File: src/rtl/core/block_rotate_xor_mixer_defines.svh
// Assertion macros shared by the mixer RTL.
// Each use expects clk and rst_n in scope.
`ifndef BLOCK_ROTATE_XOR_MIXER_DEFINES_SVH
`define BLOCK_ROTATE_XOR_MIXER_DEFINES_SVH

// Same-cycle implication, disabled during reset
`define BRMX_ASSERT_SAME(label, ante, cons) \
    label: assert property (@(posedge clk) disable iff (!rst_n) (ante) |-> (cons)) \
        else $error("brmx: same-cycle check failed");

// Next-cycle implication, disabled during reset
`define BRMX_ASSERT_NEXT(label, ante, cons) \
    label: assert property (@(posedge clk) disable iff (!rst_n) (ante) |=> (cons)) \
        else $error("brmx: next-cycle check failed");

`endif

File: src/rtl/core/brmx_pkg.sv
package brmx_pkg;

    // Block geometry
    localparam int BLOCK_BYTES = 64;
    localparam int STORE_DEPTH = 64;
    localparam int ADDR_W      = $clog2(STORE_DEPTH);
    localparam int FILL_W      = 7;

    // Mixing taps; the near tap is rebuilt from a delayed copy of the port A read
    localparam int TAP_A   = 7;
    localparam int TAP_B   = 11;
    localparam int TAP_LAG = TAP_B - TAP_A;

    // Back-end step counter covers the block plus the tap lead-in
    localparam int CNT_W = $clog2(BLOCK_BYTES + TAP_LAG + 1);

    // Queue depth
    localparam int QUEUE_DEPTH = 2;
    localparam int QPTR_W      = $clog2(QUEUE_DEPTH);
    localparam int QCNT_W      = $clog2(QUEUE_DEPTH + 1);

    typedef enum logic
    {
        DESC_PART = 1'b0,
        DESC_FULL = 1'b1
    } desc_kind_t;

    // Work descriptor handed from front to back
    typedef struct packed
    {
        desc_kind_t          kind;
        logic [FILL_W-1:0]   count;
        logic                last;
    } desc_t;

    // Store write port
    typedef struct packed
    {
        logic               en;
        logic [ADDR_W-1:0]  addr;
        logic [7:0]         data;
    } store_wr_t;

    // Queue status seen by front and back
    typedef struct packed
    {
        logic empty;
        logic full;
    } queue_stat_t;

    typedef enum logic
    {
        BACK_IDLE = 1'b0,
        BACK_RUN  = 1'b1
    } back_state_t;

endpackage

File: src/rtl/core/brmx_store.sv
module brmx_store
(
    input  logic                          clk,
    input  brmx_pkg::store_wr_t           wr,
    input  logic [brmx_pkg::ADDR_W-1:0]   rd_addr_a,
    input  logic [brmx_pkg::ADDR_W-1:0]   rd_addr_b,
    output logic [7:0]                    rd_data_a,
    output logic [7:0]                    rd_data_b
);

    logic [7:0] mem [brmx_pkg::STORE_DEPTH];

    // Write one byte per transfer
    always_ff @(posedge clk)
    begin
        if (wr.en)
        begin
            mem[wr.addr] <= wr.data;
        end
    end

    // Register both read ports
    always_ff @(posedge clk)
    begin
        rd_data_a <= mem[rd_addr_a];
        rd_data_b <= mem[rd_addr_b];
    end

endmodule

File: src/rtl/core/brmx_queue.sv
`include "block_rotate_xor_mixer_defines.svh"

module brmx_queue
(
    input  logic                   clk,
    input  logic                   rst_n,
    input  logic                   push,
    input  brmx_pkg::desc_t        push_desc,
    input  logic                   pop,
    output brmx_pkg::desc_t        head,
    output brmx_pkg::queue_stat_t  stat
);

    brmx_pkg::desc_t                  slot_reg [brmx_pkg::QUEUE_DEPTH];
    logic [brmx_pkg::QPTR_W-1:0]      wr_ptr_reg;
    logic [brmx_pkg::QPTR_W-1:0]      wr_ptr_next;
    logic [brmx_pkg::QPTR_W-1:0]      rd_ptr_reg;
    logic [brmx_pkg::QPTR_W-1:0]      rd_ptr_next;
    logic [brmx_pkg::QCNT_W-1:0]      cnt_reg;
    logic [brmx_pkg::QCNT_W-1:0]      cnt_next;

    // Advance pointers and occupancy
    always_comb
    begin
        wr_ptr_next = wr_ptr_reg;
        rd_ptr_next = rd_ptr_reg;
        cnt_next    = cnt_reg;
        if (push)
        begin
            wr_ptr_next = wr_ptr_reg + brmx_pkg::QPTR_W'(1);
        end
        if (pop)
        begin
            rd_ptr_next = rd_ptr_reg + brmx_pkg::QPTR_W'(1);
        end
        if (push && !pop)
        begin
            cnt_next = cnt_reg + brmx_pkg::QCNT_W'(1);
        end
        else if (pop && !push)
        begin
            cnt_next = cnt_reg - brmx_pkg::QCNT_W'(1);
        end
    end

    always_ff @(posedge clk or negedge rst_n)
    begin
        if (!rst_n)
        begin
            wr_ptr_reg <= '0;
            rd_ptr_reg <= '0;
            cnt_reg    <= '0;
        end
        else
        begin
            wr_ptr_reg <= wr_ptr_next;
            rd_ptr_reg <= rd_ptr_next;
            cnt_reg    <= cnt_next;
        end
    end

    // Hold descriptors
    always_ff @(posedge clk)
    begin
        if (push)
        begin
            slot_reg[wr_ptr_reg] <= push_desc;
        end
    end

    assign head       = slot_reg[rd_ptr_reg];
    assign stat.empty = (cnt_reg == '0);
    assign stat.full  = (cnt_reg == brmx_pkg::QCNT_W'(brmx_pkg::QUEUE_DEPTH));

    `BRMX_ASSERT_SAME(a_no_push_full, push, !stat.full)
    `BRMX_ASSERT_SAME(a_no_pop_empty, pop, !stat.empty)
    `BRMX_ASSERT_SAME(a_full_not_empty, stat.full, !stat.empty)

endmodule

File: src/rtl/core/brmx_front.sv
module brmx_front
(
    input  logic                   clk,
    input  logic                   rst_n,
    input  logic                   start,
    input  logic [7:0]             data_byte,
    input  logic                   buffer_end,
    input  brmx_pkg::queue_stat_t  q_stat,
    input  logic                   back_run,
    output logic                   busy,
    output brmx_pkg::store_wr_t    store_wr,
    output logic                   push,
    output brmx_pkg::desc_t        push_desc
);

    logic [brmx_pkg::FILL_W-1:0] fill_reg;
    logic [brmx_pkg::FILL_W-1:0] fill_next;
    logic [brmx_pkg::FILL_W-1:0] pos;
    logic [brmx_pkg::FILL_W-1:0] n;
    logic                        accept;
    logic                        complete;

    // Stall while any block or flush is pending in the back end
    assign busy   = !q_stat.empty || back_run;
    assign accept = start && !busy;

    // Classify the byte: gather, complete a block, or flush a partial one
    always_comb
    begin
        pos = fill_reg;
        if (fill_reg >= brmx_pkg::FILL_W'(brmx_pkg::BLOCK_BYTES))
        begin
            pos = '0;
        end
        n        = pos + brmx_pkg::FILL_W'(1);
        complete = (n >= brmx_pkg::FILL_W'(brmx_pkg::BLOCK_BYTES));

        push            = accept && (complete || buffer_end);
        push_desc.kind  = complete ? brmx_pkg::DESC_FULL : brmx_pkg::DESC_PART;
        push_desc.count = n;
        push_desc.last  = buffer_end;

        store_wr.en   = accept;
        store_wr.addr = pos[brmx_pkg::ADDR_W-1:0];
        store_wr.data = data_byte;

        fill_next = fill_reg;
        if (accept)
        begin
            fill_next = (complete || buffer_end) ? '0 : n;
        end
    end

    always_ff @(posedge clk or negedge rst_n)
    begin
        if (!rst_n)
        begin
            fill_reg <= '0;
        end
        else
        begin
            fill_reg <= fill_next;
        end
    end

endmodule

File: src/rtl/core/brmx_back.sv
`include "block_rotate_xor_mixer_defines.svh"

module brmx_back
(
    input  logic                          clk,
    input  logic                          rst_n,
    input  brmx_pkg::desc_t               head,
    input  brmx_pkg::queue_stat_t         q_stat,
    output logic                          pop,
    output logic                          back_run,
    output logic [brmx_pkg::ADDR_W-1:0]   rd_addr_a,
    output logic [brmx_pkg::ADDR_W-1:0]   rd_addr_b,
    input  logic [7:0]                    rd_data_a,
    input  logic [7:0]                    rd_data_b,
    output logic                          strobe,
    output logic [7:0]                    mixed_byte,
    output logic                          run_last,
    output logic                          buffer_last
);

    localparam logic [brmx_pkg::CNT_W-1:0] FULL_END =
        brmx_pkg::CNT_W'(brmx_pkg::BLOCK_BYTES + brmx_pkg::TAP_LAG - 1);

    brmx_pkg::back_state_t          state_reg;
    brmx_pkg::back_state_t          state_next;
    brmx_pkg::desc_t                desc_reg;
    logic [brmx_pkg::CNT_W-1:0]     step_reg;
    logic [brmx_pkg::CNT_W-1:0]     step_next;
    logic [brmx_pkg::CNT_W:0]       lead_sum;
    logic [brmx_pkg::CNT_W-1:0]     b_index;
    logic                           is_full;
    logic                           issue_end;
    logic                           issue_emit;
    logic [7:0]                     tap_reg [brmx_pkg::TAP_LAG];
    logic                           p_valid_reg;
    logic                           p_end_reg;
    logic                           p_buf_reg;
    logic                           p_full_reg;
    logic                           strobe_reg;
    logic [7:0]                     mixed_reg;
    logic                           run_last_reg;
    logic                           buf_last_reg;

    assign is_full = (desc_reg.kind == brmx_pkg::DESC_FULL);

    // Detect the final read of the current descriptor
    always_comb
    begin
        if (is_full)
        begin
            issue_end = (step_reg == FULL_END);
        end
        else
        begin
            issue_end = (step_reg == brmx_pkg::CNT_W'(desc_reg.count) - brmx_pkg::CNT_W'(1));
        end
    end

    // Next state
    always_comb
    begin
        state_next = state_reg;
        unique case (state_reg)
            brmx_pkg::BACK_IDLE:
            begin
                if (!q_stat.empty)
                begin
                    state_next = brmx_pkg::BACK_RUN;
                end
            end
            brmx_pkg::BACK_RUN:
            begin
                if (issue_end)
                begin
                    state_next = brmx_pkg::BACK_IDLE;
                end
            end
            default:
            begin
                state_next = brmx_pkg::BACK_IDLE;
            end
        endcase
    end

    // State outputs and step counter
    always_comb
    begin
        pop        = 1'b0;
        back_run   = 1'b0;
        issue_emit = 1'b0;
        step_next  = step_reg;
        unique case (state_reg)
            brmx_pkg::BACK_IDLE:
            begin
                pop       = !q_stat.empty;
                step_next = '0;
            end
            brmx_pkg::BACK_RUN:
            begin
                back_run   = 1'b1;
                issue_emit = !is_full ||
                             (step_reg >= brmx_pkg::CNT_W'(brmx_pkg::TAP_LAG));
                step_next  = step_reg + brmx_pkg::CNT_W'(1);
            end
            default:
            begin
                step_next = '0;
            end
        endcase
    end

    // Read addresses: port A leads the step count by the near tap, port B walks the block
    always_comb
    begin
        lead_sum = {1'b0, step_reg} + (brmx_pkg::CNT_W + 1)'(brmx_pkg::TAP_A);
        if (lead_sum >= (brmx_pkg::CNT_W + 1)'(brmx_pkg::BLOCK_BYTES))
        begin
            lead_sum = lead_sum - (brmx_pkg::CNT_W + 1)'(brmx_pkg::BLOCK_BYTES);
        end
        b_index = is_full ? step_reg - brmx_pkg::CNT_W'(brmx_pkg::TAP_LAG) : step_reg;
        rd_addr_a = lead_sum[brmx_pkg::ADDR_W-1:0];
        rd_addr_b = b_index[brmx_pkg::ADDR_W-1:0];
    end

    always_ff @(posedge clk or negedge rst_n)
    begin
        if (!rst_n)
        begin
            state_reg   <= brmx_pkg::BACK_IDLE;
            step_reg    <= '0;
            p_valid_reg <= 1'b0;
            strobe_reg  <= 1'b0;
        end
        else
        begin
            state_reg   <= state_next;
            step_reg    <= step_next;
            p_valid_reg <= issue_emit;
            strobe_reg  <= p_valid_reg;
        end
    end

    // Latch the descriptor on pop
    always_ff @(posedge clk)
    begin
        if (pop)
        begin
            desc_reg <= head;
        end
    end

    // Delay port A reads to rebuild the near tap; track flags beside the read
    always_ff @(posedge clk)
    begin
        tap_reg[0] <= rd_data_a;
        for (int k = 1; k < brmx_pkg::TAP_LAG; k++)
        begin
            tap_reg[k] <= tap_reg[k-1];
        end
        p_end_reg  <= issue_end;
        p_buf_reg  <= issue_end && desc_reg.last;
        p_full_reg <= is_full;
    end

    // Mix or pass through, then register the result
    always_ff @(posedge clk)
    begin
        if (p_full_reg)
        begin
            mixed_reg <= rd_data_b ^ tap_reg[brmx_pkg::TAP_LAG-1] ^ rd_data_a;
        end
        else
        begin
            mixed_reg <= rd_data_b;
        end
        run_last_reg <= p_end_reg;
        buf_last_reg <= p_buf_reg;
    end

    assign strobe      = strobe_reg;
    assign mixed_byte  = mixed_reg;
    assign run_last    = run_last_reg;
    assign buffer_last = buf_last_reg;

    `BRMX_ASSERT_NEXT(a_pop_starts_run, pop, state_reg == brmx_pkg::BACK_RUN)
    `BRMX_ASSERT_NEXT(a_end_reaches_out, p_valid_reg && p_end_reg, strobe && run_last)
    `BRMX_ASSERT_SAME(a_buf_last_on_run_end, strobe && buffer_last, run_last)

endmodule

File: src/rtl/core/block_rotate_xor_mixer.sv
// Output: each descriptor is popped and its bytes read from the store's registered
// ports, then pass the flag stage and output register; full blocks add the tap lead-in.
// Throughput: one byte per cycle in while busy is low, and out while a block drains;
// busy holds through the pop, any tap lead-in and the reads of each block or flush.
// The store's two registered read ports set the emit rate; the receiver cannot stall.
// Reset clears the fill count, queue and back-end control; block contents are not reset.
module block_rotate_xor_mixer
(
    input  logic        clk,
    input  logic        rst_n,
    input  logic        start,
    output logic        busy,
    input  logic [7:0]  data_byte,
    input  logic        buffer_end,
    output logic        strobe,
    output logic [7:0]  mixed_byte,
    output logic        run_last,
    output logic        buffer_last
);

    brmx_pkg::queue_stat_t          q_stat;
    brmx_pkg::desc_t                push_desc;
    brmx_pkg::desc_t                head;
    brmx_pkg::store_wr_t            store_wr;
    logic                           push;
    logic                           pop;
    logic                           back_run;
    logic [brmx_pkg::ADDR_W-1:0]    rd_addr_a;
    logic [brmx_pkg::ADDR_W-1:0]    rd_addr_b;
    logic [7:0]                     rd_data_a;
    logic [7:0]                     rd_data_b;

    brmx_front u_front
    (
        .clk        (clk),
        .rst_n      (rst_n),
        .start      (start),
        .data_byte  (data_byte),
        .buffer_end (buffer_end),
        .q_stat     (q_stat),
        .back_run   (back_run),
        .busy       (busy),
        .store_wr   (store_wr),
        .push       (push),
        .push_desc  (push_desc)
    );

    brmx_store u_store
    (
        .clk       (clk),
        .wr        (store_wr),
        .rd_addr_a (rd_addr_a),
        .rd_addr_b (rd_addr_b),
        .rd_data_a (rd_data_a),
        .rd_data_b (rd_data_b)
    );

    brmx_queue u_queue
    (
        .clk       (clk),
        .rst_n     (rst_n),
        .push      (push),
        .push_desc (push_desc),
        .pop       (pop),
        .head      (head),
        .stat      (q_stat)
    );

    brmx_back u_back
    (
        .clk         (clk),
        .rst_n       (rst_n),
        .head        (head),
        .q_stat      (q_stat),
        .pop         (pop),
        .back_run    (back_run),
        .rd_addr_a   (rd_addr_a),
        .rd_addr_b   (rd_addr_b),
        .rd_data_a   (rd_data_a),
        .rd_data_b   (rd_data_b),
        .strobe      (strobe),
        .mixed_byte  (mixed_byte),
        .run_last    (run_last),
        .buffer_last (buffer_last)
    );

endmodule
File: config.mk
export PLATFORM = sky130hd
export DESIGN_NAME = block_rotate_xor_mixer
export DESIGN_NICKNAME = d
export VERILOG_FILES = /design/src/rtl/core/brmx_pkg.sv /design/src/rtl/core/brmx_store.sv /design/src/rtl/core/brmx_queue.sv /design/src/rtl/core/brmx_front.sv /design/src/rtl/core/brmx_back.sv /design/src/rtl/core/block_rotate_xor_mixer.sv
export VERILOG_INCLUDE_DIRS = /design/src /design/src/rtl/core
export SDC_FILE = /design/constraint.sdc
export NUM_CORES = 1
export LEC_CHECK = 0
export BUFFER_PORTS_ARGS = -buffer_cell sky130_fd_sc_hd__buf_4
export CELL_PAD_IN_SITES_DETAIL_PLACEMENT = 1
export CELL_PAD_IN_SITES_GLOBAL_PLACEMENT = 2
export CORE_MARGIN = 3
export CORE_UTILIZATION = 53
export CTS_CLUSTER_SIZE = 24
export DETAILED_ROUTE_END_ITERATION = 7
export GPL_TIMING_DRIVEN = 0
export HOLD_SLACK_MARGIN = 0.15
export PLACE_DENSITY = 0.86
export SLEW_MARGIN = 10
export SYNTH_ARGS = -nofsm -noshare
export SYNTH_HDL_FRONTEND = slang
export SYNTH_SLANG_ARGS = --single-unit
export TNS_END_PERCENT = 20
File: constraint.sdc
create_clock -name clk -period 7.05 [get_ports clk]
set_input_delay 1.41 -clock clk [delete_from_list [all_inputs] [get_ports clk]]
set_output_delay 1.41 -clock clk [all_outputs]
set_load 0.1 [all_outputs]
==> Yosys cells after proc, flatten, opt, wreduce, memory -nomap -nowiden <==
Memories as Yosys holds them, arrays and structs flattened. A register that Yosys moved wholly into a read port is not among the register bits.
Index checks and enable logic that the tools add are counted.
{ "classes": {"addsub": 10, "order_cmp": 4, "n_eq_ne": 2, "mux": 20, "n_bitwise": 3, "reduce_logical": 15} }
{ "op_table": {"columns": ["op", "count"], "rows": [
  ["$xor A8 B8 Y8", 2],
  ["$add A7 B1 Y7 const B", 2],
  ["$ge A7 B7 Y1 const B", 2],
  ["$mux W7", 2],
  ["$pmux W7 S2", 1],
  ["$mux W6", 2],
  ["$mux W1", 11],
  ["$add A7 B3 Y8 const B", 1],
  ["$ge A8 B7 Y1 const B", 1],
  ["$mux W8", 1],
  ["$eq A7 B7 Y1", 1],
  ["$eq A7 B7 Y1 const B", 1],
  ["$ge A7 B3 Y1 const B", 1],
  ["$sub A7 B1 Y7 const B", 1],
  ["$sub A6 B1 Y6 const B", 1],
  ["$sub A6 B3 Y6 const B", 1],
  ["$logic_and A1 B1 Y1", 5],
  ["$logic_not A1 Y1", 5],
  ["$mux W2", 2],
  ["$logic_or A1 B1 Y1", 3],
  ["$add A1 B1 Y1 const B", 2],
  ["$add A2 B1 Y2 const B", 1],
  ["$logic_not A2 Y1", 1],
  ["$pmux W1 S2", 1],
  ["other kinds (3)", 3]
]} }
{ "totals": {"ff_bits": 34, "ram_bits": 562, "in_bits": 12, "out_inout_bits": 12, "wordCells": 71, "mem_count": 3} }
{ "memory_table": {"columns": ["name", "words", "word_bits", "read_ports", "rd_clocked_by_memory_dff", "write_ports", "line", "rtl"], "rows": [
  ["u_store.mem", 64, 8, 2, 2, 1, "brmx_store.sv:11", "logic [7:0] mem [brmx_pkg::STORE_DEPTH];"],
  ["u_back.tap_reg", 4, 8, 4, 0, 4, "brmx_back.sv:34", "logic [7:0] tap_reg [brmx_pkg::TAP_LAG];"],
  ["u_queue.slot_reg", 2, 9, 1, 1, 1, "brmx_queue.sv:14", "brmx_pkg::desc_t slot_reg [brmx_pkg::QUEUE_DEPTH];"]
]} }

==> Logic depth before layout (Yosys ltp) <==
{ "logic_depth": {"word_depth": 10, "ltp_mapped": 13, "ltp_nobuf": 10} }

==> Cells and area by module <==
From an unflattened synthesis, not the netlist that was laid out.
{ "hier_totals": {"cells_unflattened": 1503, "hier_area_um2": 28003.1} }
{ "by_module_without_submodules": {"columns": ["mod", "n_inst", "cells_per_inst", "area_each_um2", "seq_area_each_um2"], "rows": [
  ["brmx_store", 1, 1211, 24274.5, 15695.1],
  ["brmx_back", 1, 183, 2304.7, 1421.4],
  ["brmx_queue", 1, 44, 842.1, 640.6],
  ["brmx_front", 1, 65, 581.8, 175.2]
]} }

==> Worst setup path before layout <==
No wires, ideal clock.
{ "synth_path": {"path_kind": "register -> register", "startpoint": "reg u_back.step_reg[1] (netlist bit)", "endpoint": "reg u_store.rd_data_a[0] (read register of u_store.mem)", "setup_ns": 0.120, "arrival_ns": 2.945, "required_time_ns": 6.930, "setup_slack_ns": 3.985, "path_stages_with_launch": 13, "n_path_buf": 6, "period_less_slack_ns": 3.065, "cell_sequence": "dfrtp_1 buf_2 buf_6 buf_2 inv_1 ha_1 buf_2 buf_2 buf_1 mux4_2 mux4_2 a22oi_1 nand2_1"} }
{ "synth_between": {"elab_chain_cells": 3, "elab_cells_between_ends": 4, "cone_classes": "2 x add/sub; 1 x order compare; 1 x mux"} }
{ "synth_rtl": {"columns": ["element", "line", "rtl"], "rows": [
  ["start: declaration", "brmx_back.sv:27", "logic [brmx_pkg::CNT_W-1:0] step_reg;"],
  ["start signal: assignment", "brmx_back.sv:137", "step_reg <= step_next;"],
  ["$add A7 B3 Y8 *", "brmx_back.sv:115", "lead_sum = {1'b0, step_reg} + (brmx_pkg::CNT_W + 1)'(brmx_pkg::TAP_A);"],
  ["$ge A8 B7 Y1 or $sub A6 B1 Y6 (tied branches)", "brmx_back.sv:116, brmx_back.sv:118", null],
  ["$mux W6 *", "brmx_back.sv:116", "if (lead_sum >= (brmx_pkg::CNT_W + 1)'(brmx_pkg::BLOCK_BYTES))"],
  ["end: declaration", "brmx_store.sv:7", "output logic [7:0] rd_data_a,"]
]} }
Every way passes the cells marked *; elsewhere a longest branch is shown, timed or not.
A chain may end at the register's enable or synchronous reset.

==> Worst setup path after layout <==
Same ends and word-level chain as after synthesis.

==> reports/qor.yml <==
status: "complete, no violations"
intPower_w: 0.00604
synth_top_family_by_area: "multiplexers"
cts_root_buffer: "clkbuf_16"
synthXorXnorAreaFrac_pct: 1.40
numCtsBuffers: 68
htreeDepth: 3
clkPwrFrac_pct: 46.4
synthArstFlopShare_pct: 3.38
endpoint: "u_store.rd_data_a[0]"
grt_pass1_vias: 16900
synthAdderAreaFrac_pct: 0.410
dieArea_um2: 54600
finClkSkew_ns: 0.0231
post_drt_wl_per_cell_um: 37.9
grt_setup_unrepaired: "no"
synthSimpleGateAreaFrac_pct: 4.22
relSlewSlack_pct: 10.2
synth_compound_area_share_pct: 4.01
row_count: 82
synth_warnings: 0
crit_type: "flip-flop to flip-flop"
fin_setup_tns_ns: 0
worstPathArrival_ns: 5.52
power.density_nw_per_um2: 246
ys_seq_elements: 621
synth_edf_count: 539
grt_max_degree: 65
largest_reg_flops: 512
hold_buffers: 0
dr.pass1.iters: 6
antenna_found_initial: 4
synth.distinct_cells: 55
clock_latency_ns: 0.62
endpoint_kind: "flip-flop"
hold_class: "flip-flop to flip-flop"
dieHeight_um: 234
clkTransAtPathRegs_ns: 0.06
path_max_fanout: 10
coreArea_um2: 50700
syn_to_final_growth_pct: 11.7
grt.met1_usage_pct: 44.3
final_net_count: 1597
grt.overflow.total: 0
syn-num-nets: 1503
port_buffers: 23
power_frac_comb_pct: 0.8
fillers: 4396
whs_ns: 0.327
gr-usage-met2_pct: 50.6
cts.sinks: 621
r2r_start: "u_back.step_reg[1]"
worst_pin_slew_ns: 1.35
r2r_end: "u_store.rd_data_a[0]"
synthMuxAreaShare_pct: 22.7
register_area_um2: 17900
syn_area_um2: 27500
drive_above_1_share_pct: 28.5
dieWidth_um: 234
hold_viol: 0
min_period_ns: 5.07
ys_seq_area_share_pct: 65.2
cts_tree: "built"
layout_common_cells: "edfxtp_1 (539), mux4_2 (272), nor2_1 (96)"
start_kind: "flip-flop"
fin_crit_sh_pct: 71.9
power.switching_w: 0.00150
grt_use_met3_pct: 8.86
setup_viol_count_final: 0
io_pins: 24
swShare_pct: 19.9
reg2reg_depth: 12
r2r_slack_ns: 1.98
grt_pass1_wl_um: 124000
cts_resized: 0
drc: 0
top_usage_layer: "met2"
ant_nets: 0
groute.usage.overall_pct: 32.8
p_leak_nw: 9.56
wl_um: 87300
crit_start: "u_back.step_reg[1]"
gp_congestion: 0.957
hpwl_um: 59400
postSynthCellCount: 1482
multi_input_area_um2: 9010
routed_via_density: 7.22
fin_util_pct: 60.6
avgSynthCellArea_um2: 18.5
required_ns: 7.50
mostFrequentLayoutCell: "edfxtp_1"
vias: 16600
irDropWorstVdd_mv: 0.213
start_util_pct: 54.2
slew_viol_final: 0
p_seq_share_pct: 52.8
maxCapViolations: 0
drtIter0Drc: 2485
cts_max_path_buffers: 3
max_freq_ghz: 0.197
synth_flop_cell: "edfxtp_1"
cts_setup_buffers: 0
[critical path, stage by stage (launching register included)]
cell	delay, ns
dfrtp_1	0.39
buf_2	0.18
buf_6	0.21
buf_2	0.48
inv_1	0.15
ha_1	0.30
buf_2	0.28
buf_2	0.33
buf_1	0.89
mux4_2	0.42
mux4_2	0.54
a22oi_1	0.60
nand2_1	0.15
[cells in the mapped netlist, drive strengths merged (2+ instances only)]
master,number,area share [%]
a22oi,76,2.1
nand4,3,0.068
nor3,9,0.16
nand2b,4,0.091
buf,58,1.4
a22o,2,0.064
nand2,82,1.1
nor3b,2,0.055
or3,8,0.18
o2111a,2,0.082
clkbuf,36,0.49
a41oi,4,0.13
o21ai,9,0.16
inv,13,0.18
xnor2,29,0.95
dfxtp,61,4.4
or4,9,0.25
o31ai,6,0.16
nand3,29,0.53
and3,2,0.046
and2,5,0.11
xor2,14,0.45
mux4,272,22
a41o,2,0.073
edfxtp,539,59
nor2b,7,0.16
dfrtp,21,1.9
or2,2,0.046
a211oi,2,0.055
nor2,97,1.3
a32oi,3,0.096
a21oi,38,0.71
a31oi,6,0.14
ha,9,0.41
mux2,9,0.37
[layer usage]
| metal | wire length [um] | vias to the layer above |
|---|---|---|
| met5 | 13 | - |
| met4 | 4630 | 2 |
| met3 | 10100 | 246 |
| met2 | 40300 | 1213 |
| met1 | 32100 | 8781 |
| li1 | - | 6363 |
[final cells by class]
type,count,share of cell area [%]
clock buffers,92,6.38
plain buffers,94,1.65
multi-input cells,753,29.4
repair buffers,24,0.587
clock inverters,28,0.672
well taps,672,2.74
flip-flops and latches,621,58.4
diodes,3,0.0245
inverters,14,0.171
[worst min-delay path by stage]
stage	depth (start not counted)	startpoint	slack, ns	end
2_1_floorplan	0	u_back.p_buf_reg	0.31	u_back.buffer_last
3_3_place_gp	0	u_back.p_end_reg	0.31	u_back.run_last
3_5_place_dp	0	u_back.p_end_reg	0.31	u_back.run_last
4_1_cts	0	u_back.tap_reg[2][6]	0.33	u_back.tap_reg[3][6]
5_1_grt	0	u_back.tap_reg[1][5]	0.33	u_back.tap_reg[2][5]
6_report	0	u_back.tap_reg[2][6]	0.33	u_back.tap_reg[3][6]
[per-stage QoR]
| step | cell area, um^2 | worst slack, ns | total power [W] | instances |
|---|---|---|---|---|
| 2_1_floorplan | 27500 | 3.98 | 0.00407 | 1482 |
| 3_3_place_gp | 28500 | 2.28 | 0.00412 | 2177 |
| 3_5_place_dp | 28500 | 2.23 | 0.00412 | 2178 |
| 4_1_cts | 30700 | 2.20 | 0.00757 | 2298 |
| 5_1_grt | 30700 | 1.99 | 0.00772 | 2298 |
| 6_report | 30700 | 1.98 | 0.00755 | 2301 |
[power by group through the flow]
| stage | clock (W) | combinational, W | sequential, W |
|---|---|---|---|
| 6_report | 0.00350 | 0.0000576 | 0.00399 |
| 5_1_grt | 0.00367 | 0.0000621 | 0.00399 |
| 4_1_cts | 0.00353 | 0.0000566 | 0.00399 |
| 3_5_place_dp | 0 | 0.0000569 | 0.00407 |
| 3_3_place_gp | 0 | 0.0000516 | 0.00407 |
| 2_1_floorplan | 0 | 0.000000729 | 0.00407 |
[kinds of logic (layout without fill, tap and decap cells)]
logic type / count (synthesis) / in the layout
XOR/XNOR: 43 / 43
AO/OA/AOI/OAI: 158 / 158
AND/OR/NAND/NOR: 261 / 261
buffers and inverters: 108 / 252
other: 0 / 3
adder cells (fa/ha/maj): 9 / 9
flip-flops: 621 / 621
multiplexers: 282 / 282
Note: power is estimated with default switching activity, not from simulation.
